File: src/hdl/scl_div.sv
module scl_div #(
	parameter int NUM_W = 38,
	parameter int DEN_W = 20
) (
	input  logic             clk,
	input  logic             arst_n,
	input  logic             start,
	input  logic [NUM_W-1:0] num,
	input  logic [DEN_W-1:0] den,
	output logic             done,
	output logic [NUM_W-1:0] quo,
	output logic [DEN_W-1:0] rem
);

	localparam int CNT_W = $clog2(NUM_W + 1);

	logic [DEN_W-1:0] den_q;
	logic [DEN_W-1:0] rem_q;
	logic [NUM_W-1:0] quo_q;
	logic [CNT_W-1:0] cnt_q;
	logic             busy_q;
	logic             done_q;
	logic [DEN_W:0]   shifted;
	logic [DEN_W+1:0] diff;
	logic             fits;

	// One restoring step per cycle: the numerator shifts out of the top of
	// quo_q while quotient bits shift in at the bottom.
	always_comb begin
		shifted = {rem_q, quo_q[NUM_W-1]};
		diff    = {1'b0, shifted} - {2'b00, den_q};
		fits    = ~diff[DEN_W+1];
	end

	always_ff @(posedge clk or negedge arst_n) begin
		if (!arst_n) begin
			busy_q <= 1'b0;
			done_q <= 1'b0;
			cnt_q  <= '0;
		end else begin
			done_q <= 1'b0;
			if (start) begin
				busy_q <= 1'b1;
				cnt_q  <= CNT_W'(NUM_W);
			end else if (busy_q) begin
				cnt_q <= cnt_q - 1'b1;
				if (cnt_q == CNT_W'(1)) begin
					busy_q <= 1'b0;
					done_q <= 1'b1;
				end
			end
		end
	end

	always_ff @(posedge clk) begin
		if (start) begin
			den_q <= den;
			rem_q <= '0;
			quo_q <= num;
		end else if (busy_q) begin
			rem_q <= fits ? diff[DEN_W-1:0] : shifted[DEN_W-1:0];
			quo_q <= {quo_q[NUM_W-2:0], fits};
		end
	end

	assign done = done_q;
	assign quo  = quo_q;
	assign rem  = rem_q;

endmodule

File: config.mk
export PLATFORM = sky130hd
export DESIGN_NAME = scl_div
export DESIGN_NICKNAME = d
export VERILOG_FILES = /design/src/hdl/scl_div.sv
export SDC_FILE = /design/constraint.sdc
export NUM_CORES = 1
export LEC_CHECK = 0
export ABC_AREA = 0
export BUFFER_PORTS_ARGS = -buffer_cell sky130_fd_sc_hd__buf_2
export CORE_MARGIN = 10
export CORE_UTILIZATION = 40
export CTS_BUF_LIST = sky130_fd_sc_hd__clkbuf_4 sky130_fd_sc_hd__clkbuf_8 sky130_fd_sc_hd__clkbuf_16
export DETAILED_ROUTE_END_ITERATION = 16
export GPL_ROUTABILITY_DRIVEN = 0
export HOLD_SLACK_MARGIN = 0.03
export PLACE_DENSITY_LB_ADDON = 0.3
export SYNTH_ARGS = -nofsm -noshare
export SYNTH_HDL_FRONTEND = slang
export SYNTH_SLANG_ARGS = --single-unit
File: constraint.sdc
create_clock -name clk -period 3.7 [get_ports clk]
set_clock_uncertainty 0.2 [all_clocks]
set_input_delay 0.74 -clock clk [delete_from_list [all_inputs] [get_ports clk]]
set_output_delay 0.74 -clock clk [all_outputs]
set_load 0.02 [all_outputs]
==> metrics.yaml, run 1 <==
status: "finished, final reports clean"
cts.repair.resized: 0
final_common_cell: "buf_2"
htreeDepth: 3
cts_tree: "done"
setup_viol: 0
drt-wirelength-per-cell_um: 17.3
placedCellCount: 636
tns_ns: 0
via_per_inst: 5.11
leakagePower_nw: 2.52
cap_violations: 0
ant_nets: 0
cts_buffers: 9
clk_path_buf_depth: 2
rows: 38
max_slew_margin_pct: 32.7
ys_async_sr_fraction_pct: 9.30
cp-start-kind: "flip-flop"
dp_hpwl_um: 8540
p_per_area_nw_per_um2: 643
area_growth_pct: 23.9
fillers: 1001
grt_pass1_vias: 3554
crit_path_max_fanout: 26
ys_types: 48
fin_crit_sh_pct: 81.8
rsz0062_at_grt: "no"
hold_violations: 0
drive_gt1_share_pct: 36.1
die_y_um: 126
clock.fmax_ghz: 0.331
hp-class: "reg2reg"
end_kind: "flip-flop"
grt_util_all_layers_pct: 14.2
grt_pass1_wl_um: 18300
start_util_pct: 41.3
die_w_um: 126
cts_setup_buffers: 0
seq_area_frac_synth_pct: 51.8
grt_max_degree: 39
clock-sinks: 86
clkLatencyLatePin_ns: 0.34
min_period_ns: 3.03
crit_type: "reg2reg"
final_cell_mix: "buf_2, edfxtp_1, mux2_2"
syn_area_sq_um: 4520
drcViolationCount: 0
nets: 592
drv_slew: 0
drt_iter0_markers: 162
required_ns: 3.77
routed_wl_um: 11300
cts_hold_buf: 1
core_sq_um: 10900
worst_pin_slew_ns: 1.01
syn_inst: 387
ioPinCount: 120
yosys_warnings: 0
synth.avg_cell_area_sq_um: 11.7
port_buffers: 119
final_core_util_pct: 51.2
grt_remaining_overflow: 0
cp.arrival_ns: 3.10
ys.flop_type: "edfxtp_1"
die-area_sq_um: 15900
synth_edf_count: 58
ir_drop_mv: 0.355
drt-pass1-iter-count: 4
cts_root_buf: "clkbuf_16"
clkTransAtPathRegs_ns: 0.06
stdcell_count: 655
antenna_found_initial: 2
vias: 3348
synth-seq-cells: 86
synth_nets: 471
cell usage after synthesis (5+ instances only):
cell | count | area (sq um)
nand2b_1 | 9 | 56.3
edfxtp_1 | 58 | 1740
inv_1 | 26 | 97.6
nor3_1 | 5 | 25.0
clkbuf_1 | 8 | 30.0
mux2_2 | 37 | 417
xor2_1 | 11 | 96.3
nand2_1 | 25 | 93.8
xnor2_1 | 11 | 96.3
ha_1 | 22 | 275
a21o_1 | 6 | 45.0
nor2_1 | 26 | 97.6
a21oi_1 | 19 | 95.1
dfxtp_1 | 20 | 400
o21ai_0 | 16 | 80.1
dfrtp_1 | 8 | 200
mux2i_1 | 13 | 130
a211oi_1 | 11 | 82.6
o31ai_1 | 6 | 45.0
worst max-delay path, stage by stage (launching register included):
cell      delay [ns]
dfxtp_1         0.34
ha_1            0.38
a21oi_1         0.31
o21ai_0         0.21
nand4_1         0.15
nand3_2         0.12
nor2_4          0.66
mux2_4          0.36
a211oi_2        0.20
metal layers:
metal / global-route usage, % / up-vias / routed length [um]
met5: 0 / - / 0
met3: 8.72 / 20 / 1280
met4: 5.02 / 0 / 214
li1: - / 1663 / -
met2: 22.3 / 114 / 5160
met1: 15.5 / 1551 / 4700
path summary, 6_finish.rpt:
check	end	depth (start not counted)	slack, ns	from
worst min-delay path	rem[19]	2	0.30	rem[19]
worst max-delay path	rem[0]	8	0.67	rem[13]
worst max register to register	rem[0]	8	0.67	rem[13]
min in group asynchronous	cnt_q[5]	2	0.56	arst_n
worst min register to register	rem[19]	2	0.30	rem[19]
max in group asynchronous	cnt_q[0]	2	2.57	arst_n
registers in the layout, summed over array words and instances (netlist names):
| register | cells |
|---|---|
| quo | 38 |
| den_q | 20 |
| rem | 20 |
| cnt_q | 6 |
| busy_q | 1 |
| done | 1 |
stage by stage:
step	hold WS (ns)	total power, mW	area [sq um]	setup slack, ns
CTS	0.306	3.64	5590	0.680
floorplan	0.244	2.29	4520	1.10
detailed placement	0.297	2.63	5260	0.698
global route	0.349	3.83	5590	0.474
finish	0.297	3.60	5600	0.675
global placement	0.287	2.62	5260	0.785
layout make-up:
| type | instances | area, sq um | share of cell area, % |
|---|---|---|---|
| sequential | 86 | 2340 | 41.9 |
| inverter | 26 | 97.6 | 1.74 |
| multi-input combinational | 260 | 2010 | 35.9 |
| tap | 140 | 175 | 3.13 |
| timing repair buffer | 125 | 643 | 11.5 |
| clock buffer | 9 | 225 | 4.02 |
| clock inverter | 7 | 96.3 | 1.72 |
| antenna | 2 | 5.00 | 0.0894 |
cells by family (layout without fill, tap and decap cells):
family / count (synthesis) / count (layout) / share of synthesized area [%]
other: 0 / 2 / 0
AND/OR/NAND/NOR: 86 / 86 / 9.47
AO/OA/AOI/OAI: 78 / 78 / 11.8
flip-flops: 86 / 86 / 51.8
buffers and inverters: 41 / 167 / 3.63
XOR/XNOR: 22 / 22 / 4.26
multiplexers: 51 / 51 / 12.4
adder cells (fa/ha/maj): 23 / 23 / 6.54
power breakdown:
part           internal, mW  total (mW)  switching [mW]
Combinational         0.536        1.30           0.767
Sequential             1.19        1.31           0.120
Clock                 0.595       0.984           0.389
Total                  2.32        3.60            1.28
Power figures use the tool's default switching activity.
==> inputs of run 2 (changes only) <==
- clock period: 3.7 -> 2.65 ns (I/O delays scaled with it)
==> run 2 against run 1 <==
  * Routed wire length rose by 4.3%
  * Sequential cell count did not move
  * Worst setup slack got worse by 0.61 ns
  * Die area did not move
  * Global-route usage rose by 0.19 points
  * Final cell count rose by 3.7%
  * Sequential power rose by 40%
  * Critical endpoint is now rem[4]
==> metrics.yaml, run 2 (synthesis gave the netlist of run 1 again) <==
leakagePower_nw: 2.63  # was 2.52 nW
clock.fmax_ghz: 0.387  # was 0.331 GHz
antenna_found_initial: 2  # unchanged
ant_nets: 0  # unchanged
worst_slack_ns: 0.0667  # was 0.675 ns
die_w_um: 126  # unchanged
antenna-diode-count: 0  # was 2
grt_max_degree: 39  # unchanged
final_core_util_pct: 53.5  # was 51.2%
min_path_cells: 1  # was 2
die-area_sq_um: 15900  # unchanged
drive_gt1_share_pct: 42.7  # was 36.1%
post-place-ws_ns: -0.0875  # was 0.698 ns
fin_hold_ws_ns: 0.160  # was 0.297 ns
grt_pass1_vias: 3662  # was 3554
end_kind: "flip-flop"  # unchanged
status: "finished, final reports clean"  # unchanged
place_area_sq_um: 5420  # was 5260 sq um
tns_ns: 0  # unchanged
power_mw: 5.20  # was 3.60 mW
reg2reg_from: "den_q[1]"  # was rem[13]
final_common_cell: "buf_2"  # unchanged
routed_wl_um: 11800  # was 11300 um
hold_violations: 0  # unchanged
drt-wirelength-per-cell_um: 17.4  # was 17.3 um
nets: 618  # was 592
drcViolationCount: 0  # unchanged
hp-class: "in2reg"  # was reg2reg
via_per_inst: 5.24  # was 5.11
setup_viol: 0  # unchanged
start_util_pct: 41.3  # unchanged
cpPeakStageDelay_ns: 0.39  # was 0.66 ns
cap_violations: 0  # unchanged
ir_drop_mv: 0.459  # was 0.355 mV
grt_util_all_layers_pct: 14.4  # was 14.2%
cp-start-kind: "flip-flop"  # unchanged
critical_path_buf_inv_count: 2  # was 0
grt_remaining_overflow: 0  # unchanged
cts_root_buf: "clkbuf_16"  # unchanged
clkTransAtPathRegs_ns: 0.06  # about the same
rows: 38  # unchanged
area_growth_pct: 29.6  # was 23.9%
hold-path-endpoint: "den_q[3]"  # was rem[19]
htreeDepth: 3  # unchanged
grt_pass1_wl_um: 18700  # was 18300 um
r2r_end: "rem[4]"  # was rem[0]
crit_type: "reg2reg"  # unchanged
cts_buffers: 9  # unchanged
r2r_setup_slack_ns: 0.07  # was 0.67 ns
cts_tree: "done"  # unchanged
worst_pin_slew_ns: 0.565  # was 1.01 ns
dp_hpwl_um: 9040  # was 8540 um
crit_path_max_fanout: 10  # was 26
slowest_stage: "edfxtp_1"  # was nor2_4
core_sq_um: 10900  # unchanged
largest_reg_flops: 38  # unchanged
port_buffers: 119  # unchanged
ioPinCount: 120  # unchanged
drt-pass1-iter-count: 6  # was 4
startpoint: "den_q[1]"  # was rem[13]
required_ns: 2.71  # was 3.77 ns
worstPathCellList: "inv_2 > ha_4 > nand2b_4 > a21o_1 > a211o_1 > a211oi_4 > nor2_4 > buf_6 > mux2i_2 > a211oi_2"  # was ha_1 > a21oi_1 > o21ai_0 > nand4_1 > nand3_2 > nor2_4 > mux2_4 > a211oi_2
fin_crit_sh_pct: 97.5  # was 81.8%
max_slew_margin_pct: 62.3  # was 32.7%
reg2regPathDepth: 10  # was 8
clk_path_buf_depth: 2  # unchanged
die_y_um: 126  # unchanged
vias: 3556  # was 3348
rsz0062_at_grt: "yes"  # was no
drv_slew: 0  # unchanged
final_cell_mix: "buf_2, edfxtp_1, mux2_2"  # unchanged
final_area_sq_um: 5860  # was 5600 sq um
placedCellCount: 657  # was 636
min_period_ns: 2.58  # was 3.03 ns
cp.arrival_ns: 2.64  # was 3.10 ns
drt_iter0_markers: 132  # was 162
stdcell_count: 679  # was 655
clkLatencyLatePin_ns: 0.34  # about the same
clock-sinks: 86  # unchanged
worstHoldStart: "den[3]"  # was rem[19]
cp_top_family: "compound AO/OA/AOI/OAI gates"  # was simple AND/OR/NAND/NOR gates
p_per_area_nw_per_um2: 887  # was 643 nW/um^2
## run 2: worst max path at each step
stage          endpoint  depth (start not counted)
2_1_floorplan   rem[16]                         10
3_3_place_gp    rem[16]                         10
3_5_place_dp     rem[8]                         10
4_1_cts         rem[16]                         10
5_1_grt          rem[4]                         10
6_report         rem[4]                         10
## run 2: final cells by class
type | count | area (sq um)
Tap cell | 140 | 175
Multi-Input combinational cell | 260 | 2120
Fill cell | 970 | 5080
Timing Repair Buffer | 151 | 846
Clock buffer | 10 | 233
Inverter | 26 | 97.6
Sequential cell | 86 | 2340
Clock inverter | 6 | 45.0
## run 2: per-layer routing
metal | wire length (um) | global-route usage (%)
met1 | 4870 | 16.8
met2 | 5510 | 22.0
met3 | 1270 | 7.97
met4 | 184 | 4.82
met5 | 0 | 0
## run 2: worst register-to-register path, cell delays in order (launching register included)
cell and delay (ns):
edfxtp_1 0.39, inv_2 0.06, ha_4 0.27, nand2b_4 0.05, a21o_1 0.20, a211o_1 0.36, a211oi_4 0.32, nor2_4 0.12
buf_6 0.17, mux2i_2 0.16, a211oi_2 0.20
## run 2: power breakdown
part | internal, mW | total (mW) | switching, mW
combinational | 0.963 | 2.16 | 1.20
clock | 0.653 | 1.20 | 0.550
sequential | 1.66 | 1.83 | 0.171
## run 2: what timing repair did
action / CTS / global route
setup endpoints to repair: 11 / 19
endpoints found under the hold margin: 8 / 0
buffers inserted: 1 / 4
gates resized for setup: 2 / 21
pin swaps: 1 / 18
hold buffers: 1 / 0
